===== config.mk =====
export PLATFORM = sky130hd
export DESIGN_NAME = beacon_position_frame_parser
export DESIGN_NICKNAME = d
export VERILOG_FILES = /design/src/rtl/bpfp_pkg.sv /design/src/rtl/beacon_position_frame_parser.sv
export SDC_FILE = /design/constraint.sdc
export NUM_CORES = 1
export LEC_CHECK = 0
export BUFFER_PORTS_ARGS = -buffer_cell sky130_fd_sc_hd__buf_2
export CAP_MARGIN = 20
export CORE_ASPECT_RATIO = 1.1
export CORE_MARGIN = 3
export CORE_UTILIZATION = 50
export DETAILED_ROUTE_END_ITERATION = 8
export PLACE_DENSITY = 0.82
export RECOVER_POWER = 100
export SLEW_MARGIN = 20
export SYNTH_ARGS = -nofsm -noshare
export SYNTH_HDL_FRONTEND = slang
export SYNTH_SLANG_ARGS = --single-unit
export TNS_END_PERCENT = 100

===== constraint.sdc =====
create_clock -name clk -period 2.4 [get_ports clk]
set_input_delay 0.48 -clock clk [delete_from_list [all_inputs] [get_ports clk]]
set_output_delay 0.48 -clock clk [all_outputs]
set_load 0.05 [all_outputs]

===== src/rtl/bpfp_pkg.sv =====
package bpfp_pkg;

  // Total frame length in bytes, header included (23 to 63).
  localparam int unsigned FRAME_BYTES = 29;

  // Header length and the frame byte that carries the beacon address.
  localparam int unsigned HDR_LEN = 5;
  localparam int unsigned ADDR_POS = 22;

  // First frame byte of each little-endian word.
  localparam int unsigned TIME_POS = 5;
  localparam int unsigned X_POS = 9;
  localparam int unsigned Y_POS = 13;

  localparam int unsigned COUNT_W = 6;
  localparam int unsigned HDR_IDX_W = 3;

  typedef logic [COUNT_W-1:0] count_t;
  typedef logic [HDR_IDX_W-1:0] hdr_idx_t;

  // Expected header byte at a given header position.
  function automatic logic [7:0] header_byte(input hdr_idx_t idx);
    logic [7:0] val;
    unique case (idx)
      3'd0: val = 8'hFF;
      3'd1: val = 8'h47;
      3'd2: val = 8'h11;
      3'd3: val = 8'h00;
      3'd4: val = 8'h16;
      default: val = 8'h00;
    endcase
    return val;
  endfunction

endpackage


===== src/rtl/beacon_position_frame_parser.sv =====
// Beacon position frame parser.
// Input channel: rx_byte with rx_valid / rx_ready carries one received serial
// byte per transfer. The block hunts for the header FF 47 11 00 16; a wrong
// byte sends it back to the hunt and is dropped. The rest of the frame is
// collected up to FRAME_BYTES bytes in total.
// Output channel: res_valid / res_ready with beacon_address, time_ms, pos_x
// and pos_y. One result is presented per complete frame; no CRC is checked.
// Latency: the result is valid in the cycle after the last frame byte is
// transferred. Throughput: one byte per cycle while rx_ready is high, with the
// result held in its own register stage behind the byte counter and capture logic.
// While a result waits and res_ready is low, bytes keep flowing; only the last
// byte of the next frame is held off with rx_ready low until the waiting
// result is taken, and that byte can be transferred in the same cycle.
// Reset (rst, synchronous) clears the counters, the captures, the result and
// res_valid, and the block starts hunting for the first header byte.
module beacon_position_frame_parser (
  input  logic               clk,
  input  logic               rst,
  input  logic [7:0]         rx_byte,
  input  logic               rx_valid,
  output logic               rx_ready,
  output logic [7:0]         beacon_address,
  output logic [31:0]        time_ms,
  output logic signed [31:0] pos_x,
  output logic signed [31:0] pos_y,
  output logic               res_valid,
  input  logic               res_ready
);

  localparam bpfp_pkg::count_t LAST_COUNT =
    bpfp_pkg::COUNT_W'(bpfp_pkg::FRAME_BYTES);
  localparam bpfp_pkg::count_t HDR_COUNT = bpfp_pkg::COUNT_W'(bpfp_pkg::HDR_LEN);
  localparam bpfp_pkg::hdr_idx_t HDR_IDX_END =
    bpfp_pkg::HDR_IDX_W'(bpfp_pkg::HDR_LEN);

  bpfp_pkg::hdr_idx_t hdr_idx, hdr_idx_next;
  bpfp_pkg::count_t   count, count_next;
  bpfp_pkg::count_t   count_inc;
  logic [31:0]        time_capture, time_capture_next;
  logic [31:0]        x_capture, x_capture_next;
  logic [31:0]        y_capture, y_capture_next;
  logic [7:0]         address_capture, address_capture_next;
  logic               res_valid_next;
  logic               rx_xfer;
  logic               frame_done;
  logic               last_byte;
  logic [1:0]         lane;

  // Only the byte that completes a frame has to wait for a free result slot.
  assign last_byte = (count >= HDR_COUNT) && (count_inc == LAST_COUNT);
  assign rx_ready = !res_valid || res_ready || !last_byte;
  assign rx_xfer = rx_valid && rx_ready;
  assign count_inc = count + 1'b1;
  // All words start at a byte position congruent to 1 modulo 4.
  assign lane = count[1:0] - 2'd1;

  // Header hunt, byte counting and lane capture for one transferred byte.
  always_comb begin
    hdr_idx_next = hdr_idx;
    count_next = count;
    time_capture_next = time_capture;
    x_capture_next = x_capture;
    y_capture_next = y_capture;
    address_capture_next = address_capture;
    frame_done = 1'b0;
    if (rx_xfer) begin
      if (count >= HDR_COUNT) begin
        if (count >= LAST_COUNT) begin
          hdr_idx_next = '0;
          count_next = '0;
        end else begin
          if (count >= bpfp_pkg::COUNT_W'(bpfp_pkg::TIME_POS) &&
              count < bpfp_pkg::COUNT_W'(bpfp_pkg::X_POS)) begin
            time_capture_next[8*lane +: 8] = rx_byte;
          end else if (count >= bpfp_pkg::COUNT_W'(bpfp_pkg::X_POS) &&
                       count < bpfp_pkg::COUNT_W'(bpfp_pkg::Y_POS)) begin
            x_capture_next[8*lane +: 8] = rx_byte;
          end else if (count >= bpfp_pkg::COUNT_W'(bpfp_pkg::Y_POS) &&
                       count < bpfp_pkg::COUNT_W'(bpfp_pkg::Y_POS + 4)) begin
            y_capture_next[8*lane +: 8] = rx_byte;
          end else if (count == bpfp_pkg::COUNT_W'(bpfp_pkg::ADDR_POS)) begin
            address_capture_next = rx_byte;
          end
          if (count_inc == LAST_COUNT) begin
            hdr_idx_next = '0;
            count_next = '0;
            frame_done = 1'b1;
          end else begin
            count_next = count_inc;
          end
        end
      end else if (hdr_idx >= HDR_IDX_END) begin
        hdr_idx_next = '0;
        count_next = '0;
      end else if (rx_byte == bpfp_pkg::header_byte(hdr_idx)) begin
        hdr_idx_next = hdr_idx + 1'b1;
        count_next = count_inc;
      end else begin
        hdr_idx_next = '0;
        count_next = '0;
      end
    end
  end

  // Result handshake: set on a completed frame, cleared when taken.
  always_comb begin
    res_valid_next = res_valid;
    if (frame_done) begin
      res_valid_next = 1'b1;
    end else if (res_ready) begin
      res_valid_next = 1'b0;
    end
  end

  // State, capture and result registers.
  always_ff @(posedge clk) begin
    if (rst) begin
      hdr_idx <= '0;
      count <= '0;
      time_capture <= '0;
      x_capture <= '0;
      y_capture <= '0;
      address_capture <= '0;
      res_valid <= 1'b0;
      beacon_address <= '0;
      time_ms <= '0;
      pos_x <= '0;
      pos_y <= '0;
    end else begin
      hdr_idx <= hdr_idx_next;
      count <= count_next;
      time_capture <= time_capture_next;
      x_capture <= x_capture_next;
      y_capture <= y_capture_next;
      address_capture <= address_capture_next;
      res_valid <= res_valid_next;
      // The completing byte may itself be a captured one, so load the next values.
      if (frame_done) begin
        beacon_address <= address_capture_next;
        time_ms <= time_capture_next;
        pos_x <= x_capture_next;
        pos_y <= y_capture_next;
      end
    end
  end

  // The header index never runs past the header length.
  assert property (@(posedge clk) disable iff (rst) hdr_idx <= HDR_IDX_END)
    else $error("header index beyond header length");

  // The byte counter stays below the frame length.
  assert property (@(posedge clk) disable iff (rst) count < LAST_COUNT)
    else $error("frame byte counter overran the frame length");

  // During the hunt the two counters advance together.
  assert property (@(posedge clk) disable iff (rst)
    count < HDR_COUNT |-> hdr_idx == count[bpfp_pkg::HDR_IDX_W-1:0])
    else $error("header index and byte counter disagree");

  // A new result always comes with the parser re-armed.
  assert property (@(posedge clk) disable iff (rst)
    frame_done |=> res_valid && count == '0 && hdr_idx == '0)
    else $error("result raised without re-arming the hunt");

endmodule

==> summary.txt, run 1 <==
Place
  – Gpl congestion: around 0.9
  – Place WS: -0.256 ns
  – HPWL Detailed: ~15,000 µm
  – IO buf count: 117

Critical path
  – Worst path arrival time: about 2.8 ns
  – Crit-path max cell delay: 0.40 ns
  – Critical path peak fanout: 8
  – CP Cell Sequence: inv_2 > ha_1 > buf_4 > xor2_1 > nor3_2 > buf_4 > nand3_1 > a32oi_1 > a211oi_2
  – Critical Path Start Type: flop
  – Worst-case reg-to-reg path depth: 9
  – Critical Path Most Common Cell: buf_4
  – CP bufs+invs: 3
  – Worst R2R Setup Slack: between 0.003 and 0.004 ns
  – CP delay by family, top: simple AND/OR/NAND/NOR gates
  – Stages on the worst setup path: 9
  – Worst endpoint required time: 2.75 ns
  – R2R Path Start: count[0]
  – Critical Path End: pos_x[6]
  – Setup Crit Path Kind: flop to flop
  – Reg2Reg Capture Point: pos_x[6]
  – Crit end category: flop
  – CP Launch Point: count[0]
  – CP max-delay cell: dfxtp_4

Job
  – Max-cap violations: 0

Global route
  – Tot GR Track Use: between 20 and 25%
  – Initial antenna violation count: 0
  – Total gr overflow: 0
  – First-pass GRT wire length: 36,000 µm
  – Largest net degree at the start of global routing: 85
  – Number of global-route vias before repair: about 7,000

Power and ir drop
  – Static Leak: 3.84 nW
  – Total power: ~7.1 mW
  – Clock Power Share: a little under half
  – Switching power: 1.52 mW
  – Int Pwr: ~5.6 mW
  – Sw frac: a little over a fifth
  – Sequential share of power: between 50 and 60%
  – Max IR drop VDD: 0.711 mV
  – Comb pwr share: around 2.5%
  – Cell Pwr Density: ~660 nW/µm²

STA
  – Rel. slew slack: about half
  – Slew Limit Fails: 0
  – Setup violators final: 0
  – Fin Setup TNS: 0 ns
  – Final period util: 99.9%
  – Worst hold slack: ~0.37 ns
  – Final worst path period need: ~2.4 ns
  – Worst setup slack after layout: ~0.0036 ns
  – Worst clock skew: around 0.0081 ns
  – Worst slew pin tran: approximately 0.74 ns
  – Fin. Hold Viols: 0
  – RSZ-0062 raised after global routing: yes
  – Fmax: around 0.42 GHz

Hold path
  – Hold crit path type: input port to flop
  – Hold_sp: res_ready

Synth
  – #FFs+latches synth: roughly 220
  – Ys async rst share: 0%
  – Post-synth EDFFs: 0
  – Post-Syn Area: a little under 9000 µm²
  – Dominant synthesized flop cell: dfxtp_1
  – Syn avg cell area: ~9.5 µm²
  – Syn nets: between 900 and 1,000
  – Post-synthesis cell type count: 63
  – Cells after Synth: 930
  – Synth Warn #: 0
  – Seq/Total Area, Yosys: roughly 50%

CTS
  – CTS tree: built
  – TritonCTS buffer count: 22
  – Clock Tree Buf Depth: 3
  – Root Driver: clkbuf_16
  – Clock insertion delay at the later pin of the skew report: around 0.5 ns
  – CTS Sinks: between 200 and 250
  – Worst-path clk slew: 0.06 ns
  – Htree depth: 1

Routing
  – Drt via density: between 5 and 6
  – DRT Wirelength: roughly 24,000 µm
  – DR vias: ~7,600
  – Initial DRC count: 630
  – # DRC: 0
  – Routed Antenna Nets: 0
  – Initial DRT Pass Iterations: 5
  – WL/cell: ~18 µm

Layout
  – Post-layout util: between 60% and 70%
  – N_diodes: 0
  – Most frequent cells in the layout: dfxtp_1 (211), nor2_1 (203), clkbuf_1 (110), nand2_1 (61), a211oi_2 (53)
  – Most common cell after layout, fill and taps aside: dfxtp_1
  – Layout cells sized above 1: between 10% and 20%
  – Fin nets: 1,087
  – Area delta synth->final: 22.3%

Die
  – Initial Utilization: between 50% and 60%
  – Die H: between 100 and 150 µm
  – Area of the core: 17,100 µm²
  – Row cnt: 50
  – Chip Width: roughly 130 µm
  – Ports: about 120
  – DIE AREA: slightly below 20,000 µm²

Status
  – Run status: finished clean
## flip-flops by register name, indices dropped and copies added, names as in the netlist
register,flops
time_capture,32
count,6
address_capture,8
x_capture,32
pos_y,32
pos_x,32
time_ms,32
hdr_idx,3
y_capture,32
beacon_address,8
res_valid,1
## repair_timing
| item | in CTS | in global routing |
|---|---|---|
| resized for setup | 19 | 31 |
| hold buffers | 0 | 0 |
| setup endpoints to repair | 11 | 106 |
| buffers inserted | 4 | 5 |
| pin swaps | 4 | 18 |
| gates cloned | 0 | 8 |
## how the worst min path moves through the flow
stage | endpoint | slack (ns) | cells after the start
detailed placement | pos_y[5] | 0.44 | 2
CTS | res_valid | 0.32 | 3
floorplan | time_ms[0] | 0.43 | 2
global route | address_capture[1] | 0.39 | 3
finish | res_valid | 0.37 | 3
global placement | pos_y[2] | 0.44 | 2
## cell families after synthesis
logic type / Yosys count / synth area share (%)
and+or+nand+nor: 365 / 18.9
muxes: 46 / 5.23
buffers and inverters: 82 / 4.94
xor gates and xnor gates: 3 / 0.298
adders and majority gates: 11 / 1.56
DFF: 218 / 49.6
AOI/OAI and AO/OA: 205 / 19.5
## power groups by stage
| stage | clock [mW] | combinational, mW | sequential, mW |
|---|---|---|---|
| floorplan | 0 | 0.0970 | 3.70 |
| global placement | 0 | 0.166 | 3.70 |
| detailed placement | 0 | 0.167 | 3.70 |
| CTS | 3.34 | 0.168 | 3.62 |
| global route | 3.50 | 0.185 | 3.61 |
| finish | 3.33 | 0.175 | 3.62 |
## per-stage QoR
step                cell area, µm²  cells
CTS                          10600   1299
finish                       10800   1312
global placement              9770   1257
global route                 10800   1312
detailed placement            9770   1257
floorplan                     8830    930
## layer usage
metal  global-route usage [%]  vias to the layer above  wire length (µm)
li1                         -                     3551                 -
met1                     29.9                     3645              9930
met2                     36.7                      301             11900
met3                     3.57                       59              1680
met4                     7.48                        0               712
met5                        0                        -                 0
## worst reg2reg max path: stages (launching register included)
cell	delay [ns]
dfxtp_4	0.40
inv_2	0.05
ha_1	0.23
buf_4	0.16
xor2_1	0.18
nor3_2	0.18
buf_4	0.18
nand3_1	0.36
a32oi_1	0.41
a211oi_2	0.11
## layout make-up
cell class,instances,area (µm²)
fill,1410,6370
sequential,218,4380
clock inverter,8,70.1
timing repair buffer,185,1200
clock buffer,30,632
tap,234,293
multi-input combinational,630,4180
inverter,7,26.3
## Yosys cell counts, types with 2 or more instances
cell type	instances	share of area (%)
o21bai_1	2	0.17
a211oi_2	42	6.0
nor2_2	2	0.14
nor3_1	8	0.45
buf_4	11	0.94
a2111oi_0	2	0.20
nand2_1	62	2.6
a311oi_2	2	0.34
buf_2	15	0.85
inv_1	7	0.30
and3b_1	2	0.20
o31ai_1	2	0.17
nand4_1	3	0.21
a21oi_1	44	2.5
a22oi_1	31	2.6
o21ai_0	5	0.28
mux2i_1	46	5.2
a311oi_1	3	0.30
nor2_1	204	8.7
nand3_1	39	2.2
a21oi_2	2	0.20
and4_1	2	0.20
nor2b_1	4	0.28
ha_1	11	1.6
nand3_2	2	0.23
o21a_1	2	0.17
a32oi_1	25	2.5
buf_6	9	1.2
clkbuf_1	40	1.7
nand2b_1	12	0.85
and3_1	3	0.21
a221oi_1	4	0.40
xor2_1	3	0.30
nand4bb_1	2	0.26
dfxtp_1	218	50
a211oi_1	29	2.5
or3_1	3	0.21
nor3_2	2	0.23
No activity file was read; power rests on OpenSTA's default activity.
==> inputs of run 2 (changes only) <==
- CORE_UTILIZATION: 50 -> 52
- PLACE_DENSITY: 0.82 -> 0.84
==> run 2 against run 1 <==
  * The flow now finishes with violations (setup timing)
  * Wire length shrank 1.5%
  * Combinational power shrank 5%
  * Design area shrank 2.2%
  * Clock skew shrank 0.0014 ns
  * Power shrank 4.4%
==> summary.txt, run 2 (synthesis results as in run 1) <==
Power and ir drop
  – Cell Pwr Density: between 600 and 700 nW/µm²
  – Sw frac: ~22%
  – Comb pwr share: roughly 2.5%
  – Switching power: between 1 and 1.5 mW
  – Max IR drop VDD: 0.627 mV
  – Clock Power Share: around 44%
  – Sequential share of power: between 50 and 60%
  – Static Leak: between 3 and 4 nW
  – Total power: between 6 and 7 mW
  – Int Pwr: 5.33 mW

CTS
  – CTS Sinks: approximately 220
  – Clock insertion delay at the later pin of the skew report: about 0.5 ns
  – TritonCTS buffer count: 21
  – Root Driver: clkbuf_16
  – Worst-path clk slew: roughly 0.070 ns
  – Htree depth: 1
  – Clock Tree Buf Depth: 3
  – CTS tree: built
  – Post-CTS Hold Buffers: 0

Layout
  – Layout cells sized above 1: a little under a fifth
  – N_diodes: 0
  – Most common cell after layout, fill and taps aside: dfxtp_1
  – Most frequent cells in the layout: dfxtp_1 (209), nor2_1 (205), clkbuf_1 (110), nand2_1 (61)
  – Area delta synth->final: 19.7%
  – Fin nets: 1,083

Routing
  – DR vias: around 7,500
  – WL/cell: roughly 19 µm
  – Drt via density: just under 6
  – DRT Wirelength: 23,900 µm
  – Initial DRC count: between 700 and 800
  – Initial DRT Pass Iterations: 6
  – Routed Antenna Nets: 0
  – # DRC: 0

Die
  – Ports: approximately 120
  – Row cnt: 49
  – Die H: approximately 140 µm
  – Chip Width: around 130 µm
  – DIE AREA: 18,500 µm²
  – Initial Utilization: about 53%
  – Area of the core: between 15,000 and 20,000 µm²

Critical path
  – Critical Path Most Common Cell: buf_6
  – Setup Crit Path Kind: flop to flop
  – Critical Path Start Type: flop
  – Critical path peak fanout: 8
  – CP max-delay cell: a311oi_2
  – CP Cell Sequence: buf_6 > ha_4 > and2b_1 > o211ai_1 > a311oi_2 > and4_4 > buf_12 > buf_6 > clkbuf_16 > nor2_1 > a211oi_1
  – Worst endpoint required time: roughly 2.8 ns
  – Worst path arrival time: around 2.8 ns
  – Crit-path max cell delay: just over 0.4 ns
  – Crit end category: flop

Global route
  – Tot GR Track Use: about a quarter
  – Number of global-route vias before repair: around 7,000
  – First-pass GRT wire length: 35,300 µm
  – Total gr overflow: 0
  – Initial antenna violation count: 0
  – Largest net degree at the start of global routing: 81

STA
  – Slew Limit Fails: 0
  – Setup violators final: 3
  – Worst setup slack after layout: -0.0152 ns
  – Worst slew pin tran: between 0.6 and 0.7 ns
  – Fin. Hold Viols: 0
  – Worst clock skew: around 0.0067 ns
  – Final period util: 101%
  – Final worst path period need: 2.42 ns
  – RSZ-0062 raised after global routing: yes
  – Fmax: about 0.41 GHz
  – Rel. slew slack: 57.1%

Place
  – Gpl congestion: approximately 0.94
  – IO buf count: approximately 120
  – Place WS: -0.00452 ns
  – HPWL Detailed: roughly 15,000 µm

Status
  – Run status: complete, but fails checks
  – Failing checks: setup timing

Hold path
  – Hold crit path type: input port to flop

Job
  – Max-cap violations: 0
run 2: per-stage QoR:
step / cells / hold slack (ns) / utilization [%] / cell area, µm² / setup TNS [ns]
5_1_grt: 1277 / 0.387 / 63.9 / 10500 / -3.12
2_1_floorplan: 930 / 0.432 / - / 8830 / 0
3_5_place_dp: 1222 / 0.443 / 58.6 / 9670 / -0.00452
4_1_cts: 1262 / 0.343 / 62.7 / 10300 / 0
6_report: 1277 / 0.354 / 63.9 / 10500 / -0.0237
3_3_place_gp: 1222 / 0.439 / 58.6 / 9670 / 0
run 2: worst paths after layout:
kind                            startpoint                 end  slack, ns  depth (start not counted)
worst max-delay path              count[1]            pos_y[8]      -0.02                         11
worst max register to register    count[1]            pos_y[8]      -0.02                         11
worst min-delay path            rx_byte[1]  address_capture[1]       0.35                          3
worst min register to register    pos_y[5]            pos_y[5]       0.45                          2
run 2: critical path, delay by kind of cell (launching register included):
family	cells	cell delay, ns
compound gates	3	0.73
simple gates	3	0.57
flops	1	0.32
buf+inv	4	0.55
fa+ha+maj	1	0.16
run 2: routing by layer:
metal / share of wire (%) / track usage (%) / vias up
met2: 50 / 39.1 / 284
met4: 2.8 / 8.21 / 0
met5: 0 / 0 / -
met3: 7.0 / 4.09 / 54
li1: - / - / 3546
met1: 41 / 30.3 / 3658
run 2: repair_timing:
| action | in CTS | in global routing |
|---|---|---|
| cloned | 0 | 7 |
| setup endpoints to repair | 19 | 130 |
| buffers inserted | 4 | 8 |
| resized for setup | 10 | 26 |
| pin swaps | 3 | 7 |
run 2: power groups by stage:
stage / registers (mW) / logic (mW) / clock network, mW
6_report: 3.61 / 0.167 / 3.02
5_1_grt: 3.61 / 0.178 / 3.25
4_1_cts: 3.62 / 0.164 / 3.06
3_5_place_dp: 3.70 / 0.163 / 0
3_3_place_gp: 3.70 / 0.162 / 0
2_1_floorplan: 3.70 / 0.0970 / 0
run 2: cell type report:
| type | instances | area (µm²) |
|---|---|---|
| inverter | 7 | 26.3 |
| clock buffer | 28 | 572 |
| timing repair buffer | 181 | 1160 |
| multi-input combinational | 631 | 4100 |
| tap | 204 | 255 |
| fill | 1319 | 5950 |
| sequential | 218 | 4380 |
| clock inverter | 8 | 46.3 |
==> inputs of run 3 (changes only) <==
- CORE_UTILIZATION: 52 -> 57
- PLACE_DENSITY: 0.84 -> 0.87
- clock period: 2.4 -> 2.63 ns (I/O delays scaled with it)
==> run 3 against run 2 <==
  * The run now ends clean
  * Sequential share of layout area up 0.56 points
  * Critical path depth shrank 6
  * Critical endpoint is now rx_ready
  * Clock-buffer cell count unchanged
  * Design area down 1.6%
  * Clock skew is 0.0054 ns higher
  * Clock power is essentially flat
  * Global-route usage rose by 2.0 points
  * Combinational power fell by 5%
  * Wire length decreased by 1.2%
  * Worst setup slack better by 0.061 ns
  * Via count rose by 0.84%
==> summary.txt, run 3 (synthesis results as in run 1) <==
Die
  – Initial Utilization: roughly three fifths
  – Area of the core: between 15,000 and 20,000 µm²
  – Die H: 136 µm
  – Ports: approximately 120
  – DIE AREA: around 17,000 µm²
  – Chip Width: roughly 120 µm
  – Row cnt: between 40 and 50

STA
  – Final period util: a little over nine tenths
  – Fmax: roughly 0.39 GHz
  – Worst hold slack: roughly 0.42 ns
  – Slew Limit Fails: 0
  – Worst clock skew: ~0.012 ns
  – Rel. slew slack: a little under three fifths
  – Worst slew pin tran: between 0.6 and 0.7 ns
  – Fin. Hold Viols: 0
  – Final worst path period need: between 2 and 3 ns
  – Setup violators final: 0
  – Worst setup slack after layout: 0.0462 ns

Routing
  – Initial DRC count: 897
  – WL/cell: between 15 and 20 µm
  – DRT Wirelength: 23,600 µm
  – Initial DRT Pass Iterations: 5
  – # DRC: 0
  – Routed Antenna Nets: 0
  – DR vias: about 7,600
  – Drt via density: about 6.1

Critical path
  – Worst-case reg-to-reg path depth: 9
  – Stages on the worst setup path: 5
  – CP Cell Sequence: or3b_4 > a311oi_4 > buf_4 > nand2_1 > buf_2
  – CP bufs+invs: 2
  – CP max-delay cell: or3b_4
  – Setup Crit Path Kind: flop to output port
  – Crit-path max cell delay: around 0.44 ns
  – CP delay by family, top: simple AND/OR/NAND/NOR gates
  – Worst path arrival time: just over 2 ns
  – Worst endpoint required time: about 2.1 ns
  – Critical path peak fanout: 10
  – Crit end category: output port
  – Critical Path Start Type: flop

Global route
  – First-pass GRT wire length: ~36,000 µm
  – Largest net degree at the start of global routing: 68
  – Initial antenna violation count: 0
  – Total gr overflow: 0
  – Number of global-route vias before repair: just over 7,000
  – Tot GR Track Use: 25.4%

Place
  – HPWL Detailed: 14,800 µm
  – IO buf count: 117
  – Gpl congestion: approximately 0.91
  – Place WS: ~0.019 ns

CTS
  – Htree depth: 1
  – Clock Tree Buf Depth: 3
  – Clock insertion delay at the later pin of the skew report: between 0.4 and 0.5 ns
  – CTS Sinks: roughly 220
  – CTS tree: built
  – Worst-path clk slew: around 0.06 ns
  – TritonCTS buffer count: 21
  – Root Driver: clkbuf_16
  – Post-CTS Hold Buffers: 0

Layout
  – Most frequent cells in the layout: dfxtp_1 (213), nor2_1 (204), clkbuf_1 (109), nand2_1 (62), mux2i_1 (46)
  – N_diodes: 0
  – Layout cells sized above 1: between 15 and 20%
  – Fin nets: ~1,100
  – Most common cell after layout, fill and taps aside: dfxtp_1
  – Area delta synth->final: 17.8%

Job
  – Max-cap violations: 0

Hold path
  – Worst hold path cell count: 3
  – Hold crit path type: input port to flop

Power and ir drop
  – Cell Pwr Density: 626 nW/µm²
  – Static Leak: between 3 and 4 nW
  – Max IR drop VDD: 0.416 mV

Status
  – Run status: finished clean
==> run 3: changes by cell type in the layout (fill, tap and decap cells not counted), sizes merged <==
cell    before  now
clkbuf     138  141
clkinv       6    3
buf         71   56
bufinv       0    2
==> run 3: timing repair <==
action	4_1_cts	5_1_grt
gates resized for setup	2	13
setup buffers	0	7
endpoints found under the setup margin	2	28
cloned	0	5
pin swaps	0	3
==> run 3: worst paths after layout <==
| kind | from | endpoint | slack (ns) |
|---|---|---|---|
| min | rx_byte[6] | address_capture[6] | 0.42 |
| max reg2reg | count[0] | beacon_address[2] | 0.11 |
| min reg2reg | time_ms[7] | time_ms[7] | 0.45 |
| max | count[5] | rx_ready | 0.05 |
==> run 3: report_power, final <==
| part | switching, mW | internal, mW | total [mW] | leakage [nW] |
|---|---|---|---|---|
| clock network | 1.24 | 1.80 | 3.03 | 0.342 |
| logic | 0.123 | 0.0353 | 0.158 | 1.60 |
| registers | 0.000106 | 3.30 | 3.30 | 1.76 |
| total | 1.36 | 5.14 | 6.49 | 3.70 |
==> run 3: metal layers <==
layer	vias to the layer above	GRT usage, %	part of all wire (%)
li1	3519	-	-
met1	3640	32.8	40
met2	371	43.9	49
met3	75	3.34	7.8
met4	0	9.20	3.1
met5	-	0	0
==> run 3: area by class of cell <==
class	count	area, µm²
Tap cell	196	245
Inverter	7	26.3
Fill cell	1115	4740
Sequential cell	218	4370
Clock inverter	7	91.3
Multi-Input combinational cell	631	4040
Clock buffer	28	602
Timing Repair Buffer	169	1000
==> run 3: tightest hold or removal path: stages <==
cell     delay (ns)
buf_2          0.18
nand3_1        0.09
a21oi_1        0.06
==> run 3: per-stage QoR <==
| stage | area [µm²] | total power [mW] | utilization (%) | setup TNS, ns | instances |
|---|---|---|---|---|---|
| after global placement | 9630 | 3.53 | 63.7 | 0 | 1209 |
| after CTS | 10300 | 6.51 | 68.3 | 0 | 1244 |
| after global routing | 10400 | 6.66 | 68.7 | -0.132 | 1256 |
| after floorplan | 8810 | 3.46 | - | 0 | 930 |
| final | 10400 | 6.49 | 68.7 | 0 | 1256 |
| after detailed placement | 9630 | 3.53 | 63.7 | 0 | 1209 |
